===== config.mk =====
export PLATFORM = sky130hd
export DESIGN_NAME = spike_rejecting_sensor_averager
export DESIGN_NICKNAME = d
export VERILOG_FILES = /design/src/rtl/srsa_pkg.sv /design/src/rtl/srsa_ctrl.sv /design/src/rtl/srsa_datapath.sv /design/src/rtl/spike_rejecting_sensor_averager.sv
export VERILOG_INCLUDE_DIRS = /design/src /design/src/rtl
export SDC_FILE = /design/constraint.sdc
export NUM_CORES = 1
export LEC_CHECK = 0
export ABC_AREA = 1
export ABC_CLOCK_PERIOD_IN_PS = 9300
export BUFFER_PORTS_ARGS = -buffer_cell sky130_fd_sc_hd__buf_2
export CAP_MARGIN = 25
export CORE_MARGIN = 2
export CORE_UTILIZATION = 45
export CTS_CLUSTER_DIAMETER = 80
export CTS_CLUSTER_SIZE = 24
export DETAILED_ROUTE_END_ITERATION = 10
export SYNTH_ARGS = -nofsm -noshare
export SYNTH_HDL_FRONTEND = slang
export SYNTH_HIERARCHICAL = 1
export SYNTH_SLANG_ARGS = --single-unit

===== constraint.sdc =====
create_clock -name i_clk -period 9.3 [get_ports i_clk]
set_input_delay 1.86 -clock i_clk [delete_from_list [all_inputs] [get_ports i_clk]]
set_output_delay 1.86 -clock i_clk [all_outputs]
set_load 0.01 [all_outputs]

===== src/rtl/spike_rejecting_sensor_averager_defines.svh =====
// Assertion macros for the spike rejecting sensor averager.
// Used by the top level only; no other dependencies.
`ifndef SPIKE_REJECTING_SENSOR_AVERAGER_DEFINES_SVH
`define SPIKE_REJECTING_SENSOR_AVERAGER_DEFINES_SVH

// same-cycle implication, gated by reset
`define SRSA_ASSERT_NOW(lbl, clk, rst_n, ante, cons, msg) \
    lbl: assert property (@(posedge clk) disable iff (!rst_n) (ante) |-> (cons)) \
        else $error(msg);

// next-cycle implication, gated by reset
`define SRSA_ASSERT_NEXT(lbl, clk, rst_n, ante, cons, msg) \
    lbl: assert property (@(posedge clk) disable iff (!rst_n) (ante) |=> (cons)) \
        else $error(msg);

`endif


===== src/rtl/srsa_pkg.sv =====
// Shared types and constants for the spike rejecting sensor averager.
// No dependencies.
package srsa_pkg;

    localparam int SRSA_WINDOW = 8;

    localparam int TEMP_W     = 11;
    localparam int HUM_W      = 10;
    localparam int POT_W      = 12;
    localparam int PCT_W      = 10;
    localparam int Q_W        = 11;
    localparam int PROD_W     = 22;
    localparam int CFG_IDX_W  = 1;
    localparam int CFG_DATA_W = 11;
    localparam int STEP_W     = $clog2(Q_W);

    localparam logic [PROD_W-1:0] POT_SCALE = PROD_W'(1000);
    localparam logic [12:0]       POT_FULL  = 13'd4095;

    localparam logic [TEMP_W-1:0] TEMP_LIMIT_RST = TEMP_W'(50);
    localparam logic [HUM_W-1:0]  HUM_LIMIT_RST  = HUM_W'(100);

    localparam logic [CFG_IDX_W-1:0] CFG_TEMP_LIMIT = 1'b0;
    localparam logic [CFG_IDX_W-1:0] CFG_HUM_LIMIT  = 1'b1;

    typedef enum logic [2:0] {
        S_IDLE,
        S_CHECK,
        S_UPDATE,
        S_DIV_INIT,
        S_DIV,
        S_DIV_DONE,
        S_FINISH
    } t_state;

    typedef struct packed {
        logic accept;
        logic check;
        logic update;
        logic div_start;
        logic div_step;
        logic div_done;
        logic load_out;
    } t_dp_cmd;

    typedef struct packed {
        logic pass;
        logic div_last;
    } t_dp_stat;

endpackage


===== src/rtl/srsa_ctrl.sv =====
// Sequencer for the averager: accept, spike check, ring update, division, output.
// Depends on srsa_pkg.
module srsa_ctrl import srsa_pkg::*; (
    input  logic     i_clk,
    input  logic     i_rst_n,
    input  logic     i_in_valid,
    output logic     o_in_ready,
    output logic     o_out_valid,
    input  logic     i_out_ready,
    input  t_dp_stat i_stat,
    output t_dp_cmd  o_cmd
);

    t_state r_state, n_state;
    logic   r_out_valid, n_out_valid;

    always_ff @(posedge i_clk) begin
        if (!i_rst_n) begin
            r_state     <= S_IDLE;
            r_out_valid <= 1'b0;
        end else begin
            r_state     <= n_state;
            r_out_valid <= n_out_valid;
        end
    end

    always_comb begin
        n_state     = r_state;
        o_cmd       = '0;
        n_out_valid = r_out_valid && !i_out_ready;
        unique case (r_state)
            S_IDLE: begin
                if (i_in_valid) begin
                    o_cmd.accept = 1'b1;
                    n_state      = S_CHECK;
                end
            end
            S_CHECK: begin
                o_cmd.check = 1'b1;
                n_state     = i_stat.pass ? S_UPDATE : S_FINISH;
            end
            S_UPDATE: begin
                o_cmd.update = 1'b1;
                n_state      = S_DIV_INIT;
            end
            S_DIV_INIT: begin
                o_cmd.div_start = 1'b1;
                n_state         = S_DIV;
            end
            S_DIV: begin
                o_cmd.div_step = 1'b1;
                if (i_stat.div_last) begin
                    n_state = S_DIV_DONE;
                end
            end
            S_DIV_DONE: begin
                o_cmd.div_done = 1'b1;
                n_state        = S_FINISH;
            end
            S_FINISH: begin
                if (!r_out_valid || i_out_ready) begin
                    o_cmd.load_out = 1'b1;
                    n_out_valid    = 1'b1;
                    n_state        = S_IDLE;
                end
            end
            default: n_state = S_IDLE;
        endcase
    end

    // no request is taken while reset is held
    assign o_in_ready  = i_rst_n && (r_state == S_IDLE);
    assign o_out_valid = r_out_valid;

endmodule


===== src/rtl/srsa_datapath.sv =====
// Datapath: sample capture, limit registers, sample ring, running sums,
// bit-serial rounding dividers, pot scaling and output register. Depends on srsa_pkg.
module srsa_datapath import srsa_pkg::*; #(
    parameter int WINDOW = SRSA_WINDOW
) (
    input  logic                     i_clk,
    input  logic                     i_rst_n,
    input  t_dp_cmd                  i_cmd,
    output t_dp_stat                 o_stat,
    input  logic                     i_cfg_we,
    input  logic [CFG_IDX_W-1:0]     i_cfg_index,
    input  logic [CFG_DATA_W-1:0]    i_cfg_data,
    input  logic                     i_read_ok,
    input  logic signed [TEMP_W-1:0] i_temp_in,
    input  logic [HUM_W-1:0]         i_hum_in,
    input  logic                     i_button_low,
    input  logic [POT_W-1:0]         i_pot_raw,
    output logic                     o_valid_out,
    output logic                     o_outlier_out,
    output logic signed [TEMP_W-1:0] o_temp_avg,
    output logic [HUM_W-1:0]         o_hum_avg,
    output logic                     o_button_out,
    output logic [PCT_W-1:0]         o_pot_pct
);

    localparam int CNT_W  = $clog2(WINDOW + 1);
    localparam int SLOT_W = (WINDOW > 1) ? $clog2(WINDOW) : 1;
    localparam int TSUM_W = TEMP_W + $clog2(WINDOW);
    localparam int HSUM_W = HUM_W + $clog2(WINDOW);
    localparam int DVD_W  = TSUM_W + 1;

    // limits and averaging state
    logic [TEMP_W-1:0]        r_temp_limit;
    logic [HUM_W-1:0]         r_hum_limit;
    logic [SLOT_W-1:0]        r_slot, n_slot;
    logic [CNT_W-1:0]         r_fill, n_fill;
    logic signed [TSUM_W-1:0] r_tsum, n_tsum;
    logic [HSUM_W-1:0]        r_hsum, n_hsum;
    logic signed [TEMP_W-1:0] r_held_t;
    logic [HUM_W-1:0]         r_held_h;
    logic                     r_have_good;
    logic [STEP_W-1:0]        r_step;

    // captured request
    logic                     r_ok;
    logic signed [TEMP_W-1:0] r_t;
    logic [HUM_W-1:0]         r_h;
    logic                     r_btn;
    logic [PROD_W-1:0]        r_pot_prod;
    logic                     r_outlier;

    // ring and division registers
    logic signed [TEMP_W-1:0] r_tring [WINDOW];
    logic [HUM_W-1:0]         r_hring [WINDOW];
    logic signed [TEMP_W-1:0] r_old_t;
    logic [HUM_W-1:0]         r_old_h;
    logic [CNT_W-1:0]         r_trem, r_hrem;
    logic [Q_W-1:0]           r_tq, r_hq;
    logic                     r_tneg;

    // spike check
    logic signed [TEMP_W:0]   dt;
    logic [TEMP_W:0]          adt;
    logic signed [HUM_W:0]    dh;
    logic [HUM_W:0]           adh;
    logic                     spike;

    assign dt    = TEMP_W'(0) + ((TEMP_W+1)'(r_t) - (TEMP_W+1)'(r_held_t));
    assign adt   = dt[TEMP_W] ? (TEMP_W+1)'(-dt) : (TEMP_W+1)'(dt);
    assign dh    = (HUM_W+1)'(r_h) - (HUM_W+1)'(r_held_h);
    assign adh   = dh[HUM_W] ? (HUM_W+1)'(-dh) : (HUM_W+1)'(dh);
    assign spike = (adt > {1'b0, r_temp_limit}) || (adh > {1'b0, r_hum_limit});

    assign o_stat.pass     = r_ok && !(r_have_good && spike);
    assign o_stat.div_last = (r_step == '0);

    // ring update
    logic full;
    logic signed [TEMP_W-1:0] old_t;
    logic [HUM_W-1:0]         old_h;

    assign full  = (r_fill == CNT_W'(WINDOW));
    assign old_t = full ? r_old_t : '0;
    assign old_h = full ? r_old_h : '0;

    always_comb begin
        n_tsum = r_tsum - TSUM_W'(old_t) + TSUM_W'(r_t);
        n_hsum = r_hsum - HSUM_W'(old_h) + HSUM_W'(r_h);
        n_fill = full ? r_fill : r_fill + CNT_W'(1);
        n_slot = (r_slot == SLOT_W'(WINDOW - 1)) ? '0 : r_slot + SLOT_W'(1);
    end

    // divider setup: magnitude plus half the count, rounding ties away from zero
    logic signed [DVD_W-1:0] t_ext;
    logic [DVD_W-1:0]        t_dvd, h_dvd;

    assign t_ext = DVD_W'(r_tsum);
    assign t_dvd = (t_ext[DVD_W-1] ? DVD_W'(-t_ext) : DVD_W'(t_ext))
                   + DVD_W'(r_fill >> 1);
    assign h_dvd = DVD_W'(r_hsum) + DVD_W'(r_fill >> 1);

    // one quotient bit per cycle in each divider
    logic [CNT_W:0] t_sh, h_sh;
    logic           t_ge, h_ge;

    assign t_sh = {r_trem, r_tq[Q_W-1]};
    assign h_sh = {r_hrem, r_hq[Q_W-1]};
    assign t_ge = (t_sh >= {1'b0, r_fill});
    assign h_ge = (h_sh >= {1'b0, r_fill});

    // pot scaling: x / 4095 = (x >> 12) plus one correction
    logic [PCT_W-1:0] pot_q0;
    logic [12:0]      pot_r0;
    logic [PCT_W-1:0] pot_pct;

    assign pot_q0  = r_pot_prod[PROD_W-1:12];
    assign pot_r0  = {1'b0, r_pot_prod[11:0]} + 13'(pot_q0);
    assign pot_pct = pot_q0 + PCT_W'(pot_r0 >= POT_FULL);

    always_ff @(posedge i_clk) begin
        if (!i_rst_n) begin
            r_temp_limit <= TEMP_LIMIT_RST;
            r_hum_limit  <= HUM_LIMIT_RST;
            r_slot       <= '0;
            r_fill       <= '0;
            r_tsum       <= '0;
            r_hsum       <= '0;
            r_held_t     <= '0;
            r_held_h     <= '0;
            r_have_good  <= 1'b0;
            r_step       <= '0;
        end else begin
            if (i_cfg_we) begin
                unique case (i_cfg_index)
                    CFG_TEMP_LIMIT: r_temp_limit <= i_cfg_data[TEMP_W-1:0];
                    CFG_HUM_LIMIT:  r_hum_limit  <= i_cfg_data[HUM_W-1:0];
                    default: ;
                endcase
            end
            if (i_cmd.update) begin
                r_slot      <= n_slot;
                r_fill      <= n_fill;
                r_tsum      <= n_tsum;
                r_hsum      <= n_hsum;
                r_have_good <= 1'b1;
            end
            if (i_cmd.div_start) begin
                r_step <= STEP_W'(Q_W - 1);
            end else if (i_cmd.div_step) begin
                r_step <= r_step - STEP_W'(1);
            end
            if (i_cmd.div_done) begin
                r_held_t <= r_tneg ? -$signed(r_tq) : $signed(r_tq);
                r_held_h <= HUM_W'(r_hq);
            end
        end
    end

    always_ff @(posedge i_clk) begin
        r_old_t <= r_tring[r_slot];
        r_old_h <= r_hring[r_slot];
        if (i_cmd.update) begin
            r_tring[r_slot] <= r_t;
            r_hring[r_slot] <= r_h;
        end
        if (i_cmd.accept) begin
            r_ok       <= i_read_ok;
            r_t        <= i_temp_in;
            r_h        <= i_hum_in;
            r_btn      <= i_button_low;
            r_pot_prod <= PROD_W'(i_pot_raw) * POT_SCALE;
        end
        if (i_cmd.check) begin
            r_outlier <= r_ok && r_have_good && spike;
        end
        if (i_cmd.div_start) begin
            r_tneg <= r_tsum[TSUM_W-1];
            r_trem <= CNT_W'(t_dvd >> Q_W);
            r_tq   <= t_dvd[Q_W-1:0];
            r_hrem <= CNT_W'(h_dvd >> Q_W);
            r_hq   <= h_dvd[Q_W-1:0];
        end else if (i_cmd.div_step) begin
            r_trem <= t_ge ? CNT_W'(t_sh - {1'b0, r_fill}) : CNT_W'(t_sh);
            r_tq   <= {r_tq[Q_W-2:0], t_ge};
            r_hrem <= h_ge ? CNT_W'(h_sh - {1'b0, r_fill}) : CNT_W'(h_sh);
            r_hq   <= {r_hq[Q_W-2:0], h_ge};
        end
        if (i_cmd.load_out) begin
            o_valid_out   <= r_ok;
            o_outlier_out <= r_outlier;
            o_temp_avg    <= r_held_t;
            o_hum_avg     <= r_held_h;
            o_button_out  <= r_btn;
            o_pot_pct     <= pot_pct;
        end
    end

endmodule


===== src/rtl/spike_rejecting_sensor_averager.sv =====
// Top level of the spike rejecting sensor averager.
// Depends on srsa_pkg, srsa_ctrl, srsa_datapath and the assertion macro header.
//
// One request in, one result out. A good read that stays within both spike
// limits of the last published averages enters a ring of WINDOW samples and
// new averages (running sum over fill count, rounded to nearest, ties away
// from zero) are published; failed reads and spikes return the held averages,
// zero before the first good read. A good read goes from accept through the
// two bit-serial dividers, which produce one quotient bit per cycle over 11
// steps, to result; a failed read or a spike skips the dividers. Requests are
// taken one at a time; the next can be accepted while a result is still
// waiting in the output register. Limit writes are taken at any cycle outside
// reset and must happen only while the block is idle.
`include "spike_rejecting_sensor_averager_defines.svh"

module spike_rejecting_sensor_averager import srsa_pkg::*; #(
    parameter int WINDOW = SRSA_WINDOW
) (
    input  logic                     i_clk,
    input  logic                     i_rst_n,
    input  logic                     i_in_valid,
    output logic                     o_in_ready,
    input  logic                     i_read_ok,
    input  logic signed [TEMP_W-1:0] i_temp_in,
    input  logic [HUM_W-1:0]         i_hum_in,
    input  logic                     i_button_low,
    input  logic [POT_W-1:0]         i_pot_raw,
    output logic                     o_out_valid,
    input  logic                     i_out_ready,
    output logic                     o_valid_out,
    output logic                     o_outlier_out,
    output logic signed [TEMP_W-1:0] o_temp_avg,
    output logic [HUM_W-1:0]         o_hum_avg,
    output logic                     o_button_out,
    output logic [PCT_W-1:0]         o_pot_pct,
    input  logic                     i_cfg_valid,
    output logic                     o_cfg_ready,
    input  logic [CFG_IDX_W-1:0]     i_cfg_index,
    input  logic [CFG_DATA_W-1:0]    i_cfg_data
);

    t_dp_cmd  w_cmd;
    t_dp_stat w_stat;

    assign o_cfg_ready = i_rst_n;

    srsa_ctrl u_ctrl (
        .i_clk       (i_clk),
        .i_rst_n     (i_rst_n),
        .i_in_valid  (i_in_valid),
        .o_in_ready  (o_in_ready),
        .o_out_valid (o_out_valid),
        .i_out_ready (i_out_ready),
        .i_stat      (w_stat),
        .o_cmd       (w_cmd)
    );

    srsa_datapath #(
        .WINDOW (WINDOW)
    ) u_dp (
        .i_clk         (i_clk),
        .i_rst_n       (i_rst_n),
        .i_cmd         (w_cmd),
        .o_stat        (w_stat),
        .i_cfg_we      (i_cfg_valid),
        .i_cfg_index   (i_cfg_index),
        .i_cfg_data    (i_cfg_data),
        .i_read_ok     (i_read_ok),
        .i_temp_in     (i_temp_in),
        .i_hum_in      (i_hum_in),
        .i_button_low  (i_button_low),
        .i_pot_raw     (i_pot_raw),
        .o_valid_out   (o_valid_out),
        .o_outlier_out (o_outlier_out),
        .o_temp_avg    (o_temp_avg),
        .o_hum_avg     (o_hum_avg),
        .o_button_out  (o_button_out),
        .o_pot_pct     (o_pot_pct)
    );

    `SRSA_ASSERT_NOW(a_cmd_onehot, i_clk, i_rst_n,
        1'b1, $onehot0(w_cmd), "datapath commands overlap")
    `SRSA_ASSERT_NOW(a_update_pass, i_clk, i_rst_n,
        w_cmd.update, w_stat.pass, "ring update on rejected sample")
    `SRSA_ASSERT_NEXT(a_accept_busy, i_clk, i_rst_n,
        i_in_valid && o_in_ready, !o_in_ready, "ready held after accept")
    `SRSA_ASSERT_NEXT(a_load_valid, i_clk, i_rst_n,
        w_cmd.load_out, o_out_valid, "result loaded without valid")

endmodule


==> metrics.md <==
| Metric | Value |
|---|---|
| Status | `finished clean` |
| Sw Ratio | `0.3726` |
| Clock latency on the worst-skew pair | `roughly 570 ps` |
| Wire per inst | `16.40 µm` |
| TritonCTS clock tree | `yes` |
| Post-CTS Hold Buffers | `0` |
| DRC | `0` |
| Die W | `between 200 and 250 µm` |
| Worst Setup Slack, final | `4055 ps` |
| Row count | `80` |
| Number of buffers added on ports | `88` |
| Least-Margin Pin Slew | `1022 ps` |
| Sequential-to-total area share from yosys stat | `0.4826` |
| DIE HEIGHT | `approximately 220 µm` |
| Most common cell on crit path | `nand2_1` |
| CP Max Fanout | `5` |
| CTS resizes | `0` |
| Fin util | `0.4998` |
| Via/cell ratio | `5.122` |
| FF-to-FF path depth | `31` |
| CP peak stage delay | `~560 ps` |
| Critical Path Start Type | `input port` |
| Period utilisation layout | `0.5640` |
| Area delta synth->final | `10.16%` |
| RSZ-0062 raised after global routing | `false` |
| Max Freq | `190.6 MHz` |
| Clock transition at the registers of the reported paths | `80 ps` |
| Layout cells sized above 1 | `0.08730` |
| Clock Path Buffers | `3` |
| Routability cong. | `0.8715` |
| DRT Pass-1 Iters | `5` |
| FF-to-FF Start | `u_dp/r_h[0]` |
| Slew Limit Headroom | `0.3169` |
| CP Capture Type | `register` |
| Yosys top cell area share | `0.3842` |
| Final slew viol count | `0` |
| Kind of critical path | `in2reg` |
| HPWL after DPL | `34770 µm` |
| Leak | `10.33 nW` |
| Syn avg cell area | `9.400 µm²` |
| Seq pwr share | `0.408` |
| H-Tree Depth | `1` |
| Core Footprint | `about 48000 µm²` |
| Hold WS | `between 400 and 500 ps` |
| Maximum vdd drop | `0.1112 mV` |
| Die area | `between 40000 and 50000 µm²` |
| Top area cells in the synthesized netlist | `edfxtp_1 38%, dfxtp_1 9.8%, ha_1 8.6%` |
| Warnings, synthesis | `6` |
| Clock tree sinks | `382` |
| Unique cell type count in the Yosys netlist | `between 40 and 50` |
| WP data required | `9620 ps` |
| CP Launch Point | `i_pot_raw[0]` |
| Worst Skew | `around 18 ps` |
| Initial drt markers | `1111` |
| Root Driver | `clkbuf_16` |
| CP delay by family, top | `adder cells` |
| Post-synth EDFFs | `276` |
| Final wirelength | `49330 µm` |
| Pin count of the biggest net entering global routing | `86` |
| Starting Density | `0.4537` |
| Post-synth top area cell | `edfxtp_1` |
| Pre-CTS setup slack | `3450 ps` |
| Total power | `between 0.005 and 0.006 W` |
| Routed Antenna Nets | `0` |
| Commonest cells after routing, fill and taps aside | `359 x inv_1, 334 x nand2_1, 282 x nor2_1` |
| Vias in the first global route | `14.65k` |
| Congestion Overflow GR | `0` |
| I/O Pins | `89` |
| Antenna violations before repair | `0` |
| Reg2reg end | `u_ctrl/r_state[2]` |
| Setup bufs post-CTS | `0` |
| Post-Syn Area | `21570 µm²` |
| Critical path cell sequence | `buf_2 > fa_1 > inv_1 > fa_1 > fa_1 > inv_1 > fa_1 > ha_1 > nand2_1 > nor2_1 > nand2_1 > nand3_1 > a21oi_1 > o21ai_1 > nand2_1 > nor2_1 > nor2_1 > nand2_1 > nand2_1` |
| Final Critical Period | `5245 ps` |
| Post-synth ARST share | `0` |
| ANT cells | `0` |
| Final setup viols | `0` |
| Worst min-delay path startpoint | `u_dp/r_btn` |
| Clock power share | `0.237` |
| Instance count on the critical path | `19` |
| TritonCTS Buffers | `27` |
| Top_reg_cell synth | `edfxtp_1` |
| Total GRT Usage | `0.2005` |
| Post-Synthesis Cells | `2295` |
| Net load switching power | `0.002034 W` |
| Setup crit end | `u_dp/r_pot_prod[21]` |
| Setup_tns | `0 ps` |
| Buf/Inv on CP | `3` |
| Fin nets | `about 2.6k` |
| Cell Pwr Density | `~230 nW/µm²` |
| Via Count | `15.41k` |
| WP data arrival | `5560 ps` |
| R2R Setup Slk | `4840 ps` |
| Net count after synthesis | `2563` |
| Final Hold Viols | `0` |
| Global-route wire length before repair | `78830 µm` |
| Hold crit path type | `reg2reg` |
| Slowest cell on the critical path | `fa_1` |
| Most common cell after layout, fill and taps aside | `inv_1` |
| Combinational Power Share | `0.356` |
| Internal power | `0.003425 W` |
| # Max-Cap Violations | `0` |
| Flops & latches, synth | `roughly 380` |
-- metal layers --
layer | routed length, µm | track usage
met1 | 23780 | 0.2906
met2 | 22000 | 0.3193
met3 | 2313 | 0.02515
met4 | 1237 | 0.05239
met5 | 0 | 0
-- worst reg2reg max path: cells and delay by family, from the launching register on --
family                     cells  cell delay, ps
buffers and inverters          6             510
xor gates and xnor gates       1             350
AOI/OAI and AO/OA              4             690
and+or+nand+nor               16            1120
DFF                            1             500
adders and majority gates      4            1180
-- how the worst min path moves through the flow --
stage | cells after the start | slack, ps | end
5_1_grt | 0 | 430 | u_dp/o_button_out
3_3_place_gp | 0 | 400 | u_dp/o_button_out
4_1_cts | 0 | 430 | u_dp/o_button_out
2_1_floorplan | 0 | 400 | u_dp/o_button_out
6_report | 0 | 420 | u_dp/o_button_out
3_5_place_dp | 0 | 410 | u_dp/o_button_out
-- stage by stage --
stage / cells / area (µm²)
3_5_place_dp: 2960 / 22790
5_1_grt: 3009 / 23760
2_1_floorplan: 2295 / 21570
4_1_cts: 3008 / 23750
3_3_place_gp: 2957 / 22720
6_report: 3009 / 23760
-- layout make-up --
class	instances	area [µm²]
clock inverters	19	265.3
repair buffers	108	641.9
fillers	4391	23780
flip-flops and latches	382	10410
multi-input cells	1482	9578
inverters	374	1404
clock buffers	29	693.2
well taps	615	769.5
-- cell families after synthesis --
family | count (synthesis) | synth area share
AND/OR/NAND/NOR | 789 | 0.1533
AO/OA/AOI/OAI | 389 | 0.1007
adder cells (fa/ha/maj) | 216 | 0.1489
buffers and inverters | 431 | 0.07563
flip-flops | 382 | 0.4826
XOR/XNOR | 88 | 0.03886
-- registers in the layout, indices dropped and copies added, names as in the netlist, 13 cells and up --
name,count
u_dp/r_hsum,13
u_dp/r_tsum,14
u_dp/r_tring,88
u_dp/r_pot_prod,19
u_dp/r_hring,80
-- synthesized netlist by cell type (all sizes together) (6+ instances only) --
master   number
clkbuf       50
fa           68
o211ai       17
o21bai        9
inv         372
xor2         70
or2           8
buf           7
edfxtp      276
nand2       343
nor3         24
a21oi       123
a31oi         9
nand3        78
dfxtp       106
nand3b        6
ha          148
nor2        297
o21ai       190
xnor2        18
nand4        21
o2111ai      22
-- power groups by stage --
stage | clock [W] | sequential (W) | combinational, W
floorplan | 0 | 0.00220 | 0.00150
global placement | 0 | 0.00226 | 0.00190
detailed placement | 0 | 0.00226 | 0.00194
CTS | 0.00133 | 0.00223 | 0.00195
global route | 0.00139 | 0.00225 | 0.00225
finish | 0.00129 | 0.00223 | 0.00194
No activity file was read; power rests on OpenSTA's default activity.
